<file path="src/design/sirc_pkg.sv">
package sirc_pkg;

  // alphabet storage held by the configuration registers
  localparam int REG_SYMBOLS    = 16;
  localparam int MAX_SYMBOLS    = 16;
  localparam int SYMBOL_BITS    = 8;
  localparam int DIGIT_BITS     = 4;
  localparam int COUNT_BITS     = 5;
  localparam int ALPHA_BITS     = 64;
  localparam int CFG_INDEX_BITS = 2;

  // quotient bits retired per divider cycle
  localparam int DIV_STEP = 8;

  // character codes
  localparam logic [SYMBOL_BITS-1:0] MINUS_CHAR = 8'h2D;
  localparam logic [SYMBOL_BITS-1:0] PLUS_CHAR  = 8'h2B;
  localparam logic [SYMBOL_BITS-1:0] SPACE_CHAR = 8'd32;
  localparam logic [SYMBOL_BITS-1:0] DEL_CHAR   = 8'd127;

  // configuration register indexes
  typedef enum logic [CFG_INDEX_BITS-1:0] {
    REG_SYMBOL_COUNT  = 2'd0,
    REG_ALPHABET_LOW  = 2'd1,
    REG_ALPHABET_HIGH = 2'd2
  } cfg_reg_t;

  typedef logic [REG_SYMBOLS-1:0][SYMBOL_BITS-1:0] sym_array_t;

  // controller -> datapath
  typedef struct packed {
    logic load;
    logic div_step;
    logic push_sign;
    logic rd;
    logic push_digit;
  } dp_cmd_t;

  // datapath -> controller
  typedef struct packed {
    logic alph_valid;
    logic neg;
    logic digit_final;
    logic ptr_zero;
    logic out_free;
  } dp_status_t;

endpackage

</file>
<file path="src/design/sirc_cfg_if.sv">
interface sirc_cfg_if;
  logic                                 valid;
  logic                                 ready;
  logic [sirc_pkg::CFG_INDEX_BITS-1:0]  index;
  logic [sirc_pkg::ALPHA_BITS-1:0]      data;

  modport source (output valid, output index, output data, input ready);
  modport sink (input valid, input index, input data, output ready);
endinterface

</file>
<file path="src/design/sirc_value_if.sv">
interface sirc_value_if #(
  parameter int VALUE_BITS = 32
);
  logic                         valid;
  logic                         ready;
  logic signed [VALUE_BITS-1:0] value;

  modport source (output valid, output value, input ready);
  modport sink (input valid, input value, output ready);
endinterface

</file>
<file path="src/design/sirc_char_if.sv">
interface sirc_char_if;
  logic                              valid;
  logic                              ready;
  logic [sirc_pkg::SYMBOL_BITS-1:0]  character;
  logic                              last;

  modport source (output valid, output character, output last, input ready);
  modport sink (input valid, input character, input last, output ready);
endinterface

</file>
<file path="src/design/sirc_cfg.sv">
module sirc_cfg (
  input  logic                              clk,
  input  logic                              rst,
  sirc_cfg_if.sink                          cfg,
  output logic [sirc_pkg::COUNT_BITS-1:0]   radix,
  output sirc_pkg::sym_array_t              symbols,
  output logic                              alph_valid
);

  logic [sirc_pkg::COUNT_BITS-1:0] symbol_count;
  logic [sirc_pkg::ALPHA_BITS-1:0] alphabet_low;
  logic [sirc_pkg::ALPHA_BITS-1:0] alphabet_high;
  logic                            valid_comb;

  assign cfg.ready = 1'b1;

  // register writes; unknown indexes are dropped
  always_ff @(posedge clk) begin
    if (rst) begin
      symbol_count  <= '0;
      alphabet_low  <= '0;
      alphabet_high <= '0;
    end else if (cfg.valid) begin
      unique case (cfg.index)
        sirc_pkg::REG_SYMBOL_COUNT:  symbol_count  <= cfg.data[sirc_pkg::COUNT_BITS-1:0];
        sirc_pkg::REG_ALPHABET_LOW:  alphabet_low  <= cfg.data;
        sirc_pkg::REG_ALPHABET_HIGH: alphabet_high <= cfg.data;
        default: ;
      endcase
    end
  end

  assign radix   = symbol_count;
  assign symbols = {alphabet_high, alphabet_low};

  // alphabet check: count range, printable non-sign symbols, no repeats
  always_comb begin
    valid_comb = (symbol_count >= sirc_pkg::COUNT_BITS'(2))
              && (symbol_count <= sirc_pkg::COUNT_BITS'(sirc_pkg::MAX_SYMBOLS))
              && (symbol_count <= sirc_pkg::COUNT_BITS'(sirc_pkg::REG_SYMBOLS));
    for (int i = 0; i < sirc_pkg::REG_SYMBOLS; i++) begin
      if (sirc_pkg::COUNT_BITS'(i) < symbol_count) begin
        if (symbols[i] <= sirc_pkg::SPACE_CHAR || symbols[i] >= sirc_pkg::DEL_CHAR
            || symbols[i] == sirc_pkg::PLUS_CHAR || symbols[i] == sirc_pkg::MINUS_CHAR) begin
          valid_comb = 1'b0;
        end
        for (int j = i + 1; j < sirc_pkg::REG_SYMBOLS; j++) begin
          if (sirc_pkg::COUNT_BITS'(j) < symbol_count && symbols[i] == symbols[j]) begin
            valid_comb = 1'b0;
          end
        end
      end
    end
  end

  // registered check, sampled by the controller after an item is taken
  always_ff @(posedge clk) begin
    if (rst) begin
      alph_valid <= 1'b0;
    end else begin
      alph_valid <= valid_comb;
    end
  end

endmodule

</file>
<file path="src/design/sirc_ctrl.sv">
module sirc_ctrl (
  input  logic                 clk,
  input  logic                 rst,
  input  logic                 in_valid,
  output logic                 in_ready,
  input  sirc_pkg::dp_status_t status,
  output sirc_pkg::dp_cmd_t    cmd
);

  typedef enum logic [5:0] {
    S_IDLE  = 6'b000001,
    S_START = 6'b000010,
    S_DIV   = 6'b000100,
    S_SIGN  = 6'b001000,
    S_READ  = 6'b010000,
    S_SHOW  = 6'b100000
  } state_t;

  state_t state;
  state_t state_next;

  always_ff @(posedge clk) begin
    if (rst) begin
      state <= S_IDLE;
    end else begin
      state <= state_next;
    end
  end

  assign in_ready = (state == S_IDLE);

  // next state and datapath commands
  always_comb begin
    state_next = state;
    cmd        = '0;
    unique case (state)
      S_IDLE: begin
        if (in_valid) begin
          cmd.load   = 1'b1;
          state_next = S_START;
        end
      end
      S_START: begin
        state_next = status.alph_valid ? S_DIV : S_IDLE;
      end
      S_DIV: begin
        cmd.div_step = 1'b1;
        if (status.digit_final) begin
          state_next = status.neg ? S_SIGN : S_READ;
        end
      end
      S_SIGN: begin
        if (status.out_free) begin
          cmd.push_sign = 1'b1;
          state_next    = S_READ;
        end
      end
      S_READ: begin
        cmd.rd     = 1'b1;
        state_next = S_SHOW;
      end
      S_SHOW: begin
        if (status.out_free) begin
          cmd.push_digit = 1'b1;
          state_next     = status.ptr_zero ? S_IDLE : S_READ;
        end
      end
      default: state_next = S_IDLE;
    endcase
  end

endmodule

</file>
<file path="src/design/sirc_dp.sv">
module sirc_dp #(
  parameter int VALUE_BITS = 32
) (
  input  logic                             clk,
  input  logic                             rst,
  input  logic signed [VALUE_BITS-1:0]     value,
  input  logic [sirc_pkg::COUNT_BITS-1:0]  radix,
  input  sirc_pkg::sym_array_t             symbols,
  input  logic                             alph_valid,
  input  sirc_pkg::dp_cmd_t                cmd,
  output sirc_pkg::dp_status_t             status,
  sirc_char_if.source                      chars
);

  localparam int DIV_STEPS = (VALUE_BITS + sirc_pkg::DIV_STEP - 1) / sirc_pkg::DIV_STEP;
  localparam int DIV_BITS  = DIV_STEPS * sirc_pkg::DIV_STEP;
  localparam int STEP_W    = $clog2(DIV_STEPS) + 1;
  localparam int IDX_W     = $clog2(VALUE_BITS);
  localparam int DW        = sirc_pkg::DIGIT_BITS;

  logic [DIV_BITS-1:0]  quo;
  logic [DIV_BITS-1:0]  quo_w;
  logic [DW-1:0]        rem;
  logic [DW-1:0]        rem_w;
  logic [DW:0]          trial;
  logic                 ge;
  logic [STEP_W-1:0]    step_cnt;
  logic [IDX_W-1:0]     wr_idx;
  logic [IDX_W-1:0]     rd_ptr;
  logic                 neg;
  logic [VALUE_BITS-1:0] mag;
  logic                 step_last;
  logic                 full;
  logic                 digit_final;
  logic [DW-1:0]        mem [VALUE_BITS];
  logic [DW-1:0]        rd_data;
  logic                 out_valid;
  logic [sirc_pkg::SYMBOL_BITS-1:0] character;
  logic                 last;

  // magnitude of the incoming number; the most negative value wraps to itself
  assign mag = value[VALUE_BITS-1] ? (~value + 1'b1) : value;

  // restoring division, DIV_STEP quotient bits per cycle
  always_comb begin
    rem_w = rem;
    quo_w = quo;
    trial = '0;
    ge    = 1'b0;
    for (int k = 0; k < sirc_pkg::DIV_STEP; k++) begin
      trial = {rem_w, quo_w[DIV_BITS-1]};
      ge    = (trial >= radix);
      rem_w = ge ? DW'(trial - radix) : trial[DW-1:0];
      quo_w = {quo_w[DIV_BITS-2:0], ge};
    end
  end

  assign step_last   = (step_cnt == STEP_W'(DIV_STEPS - 1));
  assign full        = (wr_idx == IDX_W'(VALUE_BITS - 1));
  assign digit_final = step_last && ((quo_w == '0) || full);

  // divider and digit pointers
  always_ff @(posedge clk) begin
    if (rst) begin
      step_cnt <= '0;
      wr_idx   <= '0;
      rd_ptr   <= '0;
    end else if (cmd.load) begin
      step_cnt <= '0;
      wr_idx   <= '0;
    end else if (cmd.div_step) begin
      if (step_last) begin
        step_cnt <= '0;
        if (digit_final) begin
          rd_ptr <= wr_idx;
        end else begin
          wr_idx <= wr_idx + 1'b1;
        end
      end else begin
        step_cnt <= step_cnt + 1'b1;
      end
    end else if (cmd.push_digit && rd_ptr != '0) begin
      rd_ptr <= rd_ptr - 1'b1;
    end
  end

  always_ff @(posedge clk) begin
    if (cmd.load) begin
      quo <= DIV_BITS'(mag);
      rem <= '0;
      neg <= value[VALUE_BITS-1];
    end else if (cmd.div_step) begin
      quo <= quo_w;
      rem <= step_last ? '0 : rem_w;
    end
  end

  // digit store, least significant digit first
  always_ff @(posedge clk) begin
    if (cmd.div_step && step_last) begin
      mem[wr_idx] <= rem_w;
    end
    if (cmd.rd) begin
      rd_data <= mem[rd_ptr];
    end
  end

  // output register
  always_ff @(posedge clk) begin
    if (rst) begin
      out_valid <= 1'b0;
    end else if (cmd.push_sign || cmd.push_digit) begin
      out_valid <= 1'b1;
    end else if (chars.ready) begin
      out_valid <= 1'b0;
    end
  end

  always_ff @(posedge clk) begin
    if (cmd.push_sign) begin
      character <= sirc_pkg::MINUS_CHAR;
      last      <= 1'b0;
    end else if (cmd.push_digit) begin
      character <= symbols[rd_data];
      last      <= (rd_ptr == '0);
    end
  end

  assign chars.valid     = out_valid;
  assign chars.character = character;
  assign chars.last      = last;

  assign status.alph_valid  = alph_valid;
  assign status.neg         = neg;
  assign status.digit_final = digit_final;
  assign status.ptr_zero    = (rd_ptr == '0);
  assign status.out_free    = !out_valid || chars.ready;

endmodule

</file>
<file path="src/design/signed_int_to_custom_radix_digits_top.sv">
// Channel   Role    Handshake       Payload
// cfg       sink    valid / ready   index[1:0], data[63:0]
// numbers   sink    valid / ready   value[VALUE_BITS-1:0], signed
// chars     source  valid / ready   character[7:0], last
//
// The divider retires 8 quotient bits a cycle, each digit takes a digit store read
// plus a push into the output register, and the sign takes one push.
// Reset (rst, synchronous) clears the configuration registers, the control state, the pointers and the
// output valid, leaving the alphabet invalid. A stalled output holds its character; the next number is taken
// once the last character sits in the output register. An invalid alphabet drops the number.
module signed_int_to_custom_radix_digits_top #(
  parameter int VALUE_BITS = 32
) (
  input  logic          clk,
  input  logic          rst,
  sirc_cfg_if.sink      cfg,
  sirc_value_if.sink    numbers,
  sirc_char_if.source   chars
);

  logic [sirc_pkg::COUNT_BITS-1:0] radix;
  sirc_pkg::sym_array_t            symbols;
  logic                            alph_valid;
  logic                            in_ready;
  sirc_pkg::dp_cmd_t               cmd;
  sirc_pkg::dp_status_t            status;

  assign numbers.ready = in_ready;

  sirc_cfg u_cfg (
    .clk        (clk),
    .rst        (rst),
    .cfg        (cfg),
    .radix      (radix),
    .symbols    (symbols),
    .alph_valid (alph_valid)
  );

  sirc_ctrl u_ctrl (
    .clk      (clk),
    .rst      (rst),
    .in_valid (numbers.valid),
    .in_ready (in_ready),
    .status   (status),
    .cmd      (cmd)
  );

  sirc_dp #(
    .VALUE_BITS (VALUE_BITS)
  ) u_dp (
    .clk        (clk),
    .rst        (rst),
    .value      (numbers.value),
    .radix      (radix),
    .symbols    (symbols),
    .alph_valid (alph_valid),
    .cmd        (cmd),
    .status     (status),
    .chars      (chars)
  );

endmodule

</file>
<file path="src/flat_wrapper.sv">
// flat-port wrapper written by rule: the top's interface ports become plain ports
module signed_int_to_custom_radix_digits_top_flat 
#(
  parameter int VALUE_BITS = 32
)
  (clk, rst, cfg_valid, cfg_index, cfg_data, cfg_ready, numbers_valid, numbers_value, numbers_ready, chars_valid, chars_character, chars_last, chars_ready);
  sirc_cfg_if cfg_i ();
  sirc_value_if #(.VALUE_BITS(VALUE_BITS)) numbers_i ();
  sirc_char_if chars_i ();
  input  logic clk;
  input  logic rst;
  input wire logic [$bits(cfg_i.valid)-1:0] cfg_valid;
  input wire logic [$bits(cfg_i.index)-1:0] cfg_index;
  input wire logic [$bits(cfg_i.data)-1:0] cfg_data;
  output wire logic [$bits(cfg_i.ready)-1:0] cfg_ready;
  input wire logic [$bits(numbers_i.valid)-1:0] numbers_valid;
  input wire logic [$bits(numbers_i.value)-1:0] numbers_value;
  output wire logic [$bits(numbers_i.ready)-1:0] numbers_ready;
  output wire logic [$bits(chars_i.valid)-1:0] chars_valid;
  output wire logic [$bits(chars_i.character)-1:0] chars_character;
  output wire logic [$bits(chars_i.last)-1:0] chars_last;
  input wire logic [$bits(chars_i.ready)-1:0] chars_ready;
  assign cfg_i.valid = cfg_valid;
  assign cfg_i.index = cfg_index;
  assign cfg_i.data = cfg_data;
  assign cfg_ready = cfg_i.ready;
  assign numbers_i.valid = numbers_valid;
  assign numbers_i.value = numbers_value;
  assign numbers_ready = numbers_i.ready;
  assign chars_valid = chars_i.valid;
  assign chars_character = chars_i.character;
  assign chars_last = chars_i.last;
  assign chars_i.ready = chars_ready;
  signed_int_to_custom_radix_digits_top #(.VALUE_BITS(VALUE_BITS)) u_core (.clk(clk), .rst(rst), .cfg(cfg_i), .numbers(numbers_i), .chars(chars_i));
endmodule
</file>
<file path="config.mk">
export PLATFORM = sky130hd
export DESIGN_NAME = signed_int_to_custom_radix_digits_top_flat
export DESIGN_NICKNAME = d
export VERILOG_FILES = /design/src/design/sirc_pkg.sv /design/src/design/sirc_cfg_if.sv /design/src/design/sirc_value_if.sv /design/src/design/sirc_char_if.sv /design/src/design/sirc_cfg.sv /design/src/design/sirc_ctrl.sv /design/src/design/sirc_dp.sv /design/src/design/signed_int_to_custom_radix_digits_top.sv /design/src/flat_wrapper.sv
export SDC_FILE = /design/constraint.sdc
export NUM_CORES = 1
export LEC_CHECK = 0
export BUFFER_PORTS_ARGS = -buffer_cell sky130_fd_sc_hd__buf_2
export CAP_MARGIN = 40
export CORE_MARGIN = 2
export CORE_UTILIZATION = 60
export CTS_BUF_LIST = sky130_fd_sc_hd__clkbuf_4 sky130_fd_sc_hd__clkbuf_8
export DETAILED_ROUTE_END_ITERATION = 12
export PLACE_DENSITY = 0.78
export SETUP_SLACK_MARGIN = 0.4
export SYNTH_ARGS = -nofsm -noshare
export SYNTH_HDL_FRONTEND = slang
export SYNTH_SLANG_ARGS = --single-unit
</file>
<file path="constraint.sdc">
create_clock -name clk -period 24.3 [get_ports clk]
set_input_delay 4.86 -clock clk [delete_from_list [all_inputs] [get_ports clk]]
set_output_delay 4.86 -clock clk [all_outputs]
set_load 0.01 [all_outputs]
</file>
==> impl_metrics.py <==
metrics = {
    "status": {
        "run_status": "finished clean",
    },
    "synthesis": {
        "postSynthAreaPerCell_um2": 8.88,
        "yosysTopAreaCell": "xnor2_1",
        "ys_ff_latch": 332,
        "ys_seq_area_share_pct": 28.8,
        "yosys.cell_count.top_type": "xnor2_1",
        "netlist_top_cells_area": "xnor2_1 (19%), edfxtp_1 (17%), dfxtp_1 (12%)",
        "synth_top_area_share_pct": 18.6,
        "synth_edf_count": 165,
        "netlist_area_um2": 28800,
        "synth_fp_nets": 3402,
        "yosysWarnings": 0,
        "syn_inst": 3243,
        "synth.top_cells.by_count": "xnor2_1 (612), xor2_1 (367), nand2_1 (345), a21oi_1 (202), buf_2 (178)",
        "yosys_most_used_dff": "dfxtp_1",
        "synthArstFlopShare_pct": 0,
        "synth_cell_types": 74,
    },
    "clock_network": {
        "cts-hold-fix-buffers": 0,
        "postCtsSetupRepairBufs": 0,
        "cts_buffers": 55,
        "cts_resized": 0,
        "worstSkewPairLatency_ps": 740,
        "numClockSinks": 332,
        "clk_pin_slew_ps": 70,
        "cts_max_level": 2,
        "clock_path_buffers": 3,
        "cts_root_buffer": "clkbuf_8",
        "cts_tree": "done",
    },
    "power": {
        "p_seq_share_pct": 37.3,
        "sw_frac_of_total_pct": 42.5,
        "powerDensity_nw_per_um2": 168,
        "ir_worst_vdd_uv": 1050,
        "power_mw": 5.20,
        "leakage_nw": 11.8,
        "intPower_mw": 2.99,
        "switchingPower_mw": 2.21,
        "p_comb_share_pct": 52.5,
        "p_clk_share_pct": 10.2,
    },
    "routing": {
        "post-route-drc-count": 0,
        "routed_via_density": 6.84,
        "wirelength_um": 107000,
        "wl_per_cell_um": 27.6,
        "drt_first_pass_iters": 9,
        "first_iter_violations": 3834,
        "ant_nets": 0,
        "num_vias": 26600,
    },
    "timing": {
        "rsz0062_at_grt": "no",
        "fmax_ghz": 0.0770,
        "finClkSkew_ps": 54.4,
        "slew_headroom_pct": 36.8,
        "fin_crit_sh_pct": 53.4,
        "finalCriticalPeriod_ps": 12980,
        "tightest_slew_ps": 948,
        "slew_violations": 0,
        "setup_violations": 0,
        "finalHoldViolCount": 0,
        "setup_ws_ps": 11320,
        "tns_ps": 0,
        "hold_slack_ps": 457,
    },
    "setup_path": {
        "critPathSlowestCell": "dfxtp_1",
        "end_kind": "flop",
        "crit_family": "compound AO/OA/AOI/OAI gates",
        "cp_max_fo": 33,
        "path_class": "flop to flop",
        "worst_ep_required_time_ps": 24880,
        "start_kind": "flop",
        "crit_buf_inv": 3,
        "crit_path_frequent_cell": "ha_1",
        "crit_path_max_incr_delay_ps": 690,
        "arrival_ps": 13570,
    },
    "finish": {
        "final_cell_count_no_fill": 3881,
        "finish.utilization_pct": 65.3,
        "diodes": 0,
        "fin_nets": 3381,
        "final_area_um2": 31000,
        "drive_gt1_share_pct": 15.1,
        "synthToLayoutAreaGrowth_pct": 7.71,
    },
    "job": {
        "maxCapViolCount": 0,
    },
    "global_route": {
        "antenna_found_initial": 2,
        "grt_usage_pct": 42.8,
        "grt_pass1_wl_um": 160000,
        "grt_max_degree": 82,
        "grt_pass1_vias": 26400,
        "grt_overflow": 0,
    },
    "placed_design": {
        "routabilityCongestion": 1.03,
        "dp_cells": 3775,
        "port_buffers": 113,
        "place_area_um2": 29800,
        "pre_cts_ws_ps": 11470,
        "dpl.hpwl_um": 67100,
    },
    "die": {
        "io_pins": 115,
        "rows": 80,
        "start_util_pct": 60.6,
        "die_h_um": 223,
        "fp.dieArea_um2": 49800,
        "dieWidth_um": 223,
        "core_um2": 47500,
    },
    "hold_path": {
        "hp-class": "flop to flop",
    },
}
-- state kept, by name (all words and copies together), names as in the netlist, 3 cells and up --
register,flops
u_core.u_ctrl.state,6
u_core.u_cfg.radix,5
u_core.u_dp.wr_idx,5
u_core.u_dp.rd_data,4
u_core.u_cfg.alphabet_high,64
u_core.u_dp.rd_ptr,5
u_core.u_dp.chars.character,8
u_core.u_dp.step_cnt,3
u_core.u_cfg.alphabet_low,64
u_core.u_dp.rem,4
u_core.u_dp.mem,128
u_core.u_dp.quo,32
-- worst register-to-register path: cells and delay by family, from the launching register on --
kind	cells	cell delay, ps
fa+ha+maj	8	2480
buf+inv	3	630
mux	8	3410
compound gates	24	5010
flops	1	690
simple gates	3	640
-- cells in the final DEF (no fill, tap or decap), drive strengths merged, types with 17 or more instances in the layout --
cell    count
edfxtp    165
inv        56
clkbuf     79
nor2      112
a21oi     205
mux4       76
o31ai      26
nand3      44
clkinv     17
o21ai      61
dfxtp     167
xnor2     612
mux2i      23
nand2     345
ha         48
nor4      106
nand4     161
nor3       90
mux2       22
buf       268
xor2      367
a31oi      28
-- per-layer routing --
metal / global-route usage [%] / share of wire, %
met1: 50.6 / 35
met2: 65.3 / 43
met3: 15.2 / 14
met4: 29.1 / 8.1
met5: 0.391 / 0
-- final cells by class --
cell class	instances	area, um^2
clock inverter	25	238
sequential	332	8300
tap	615	769
multi-input combinational	2509	18800
inverter	53	199
timing repair buffer	271	1810
clock buffer	76	921
fill	3815	16500
-- final timing paths --
| kind | start | endpoint | slack, ps | cells past startpoint |
|---|---|---|---|---|
| worst max register to register | u_core.u_cfg.radix[1] | u_core.u_dp.rem[2] | 11320 | 46 |
| worst max-delay path | u_core.u_cfg.radix[1] | u_core.u_dp.rem[2] | 11320 | 46 |
| worst min register to register | u_core.u_cfg.alphabet_high[62] | u_core.u_cfg.alphabet_high[62] | 460 | 2 |
| worst min-delay path | u_core.u_cfg.alphabet_high[62] | u_core.u_cfg.alphabet_high[62] | 460 | 2 |
-- power groups by stage --
stage / combinational (mW) / sequential (mW) / clock, mW
5_1_grt: 3.01 / 1.95 / 0.559
6_report: 2.73 / 1.94 / 0.532
4_1_cts: 2.72 / 1.94 / 0.536
3_5_place_dp: 2.72 / 1.95 / 0
2_1_floorplan: 1.64 / 1.76 / 0
3_3_place_gp: 2.51 / 1.95 / 0
-- cell families (layout without fill, tap and decap cells) --
group / count (synthesis) / count (layout) / synth area share, %
xor gates and xnor gates: 979 / 979 / 29.8
and+or+nand+nor: 932 / 932 / 15.9
AOI/OAI and AO/OA: 420 / 420 / 9.22
buffers and inverters: 402 / 425 / 6.04
DFF: 332 / 332 / 28.8
muxes: 121 / 121 / 7.60
adders and majority gates: 56 / 56 / 2.64
other: 1 / 1 / 0.0130
Note: power is estimated with default switching activity, not from simulation.
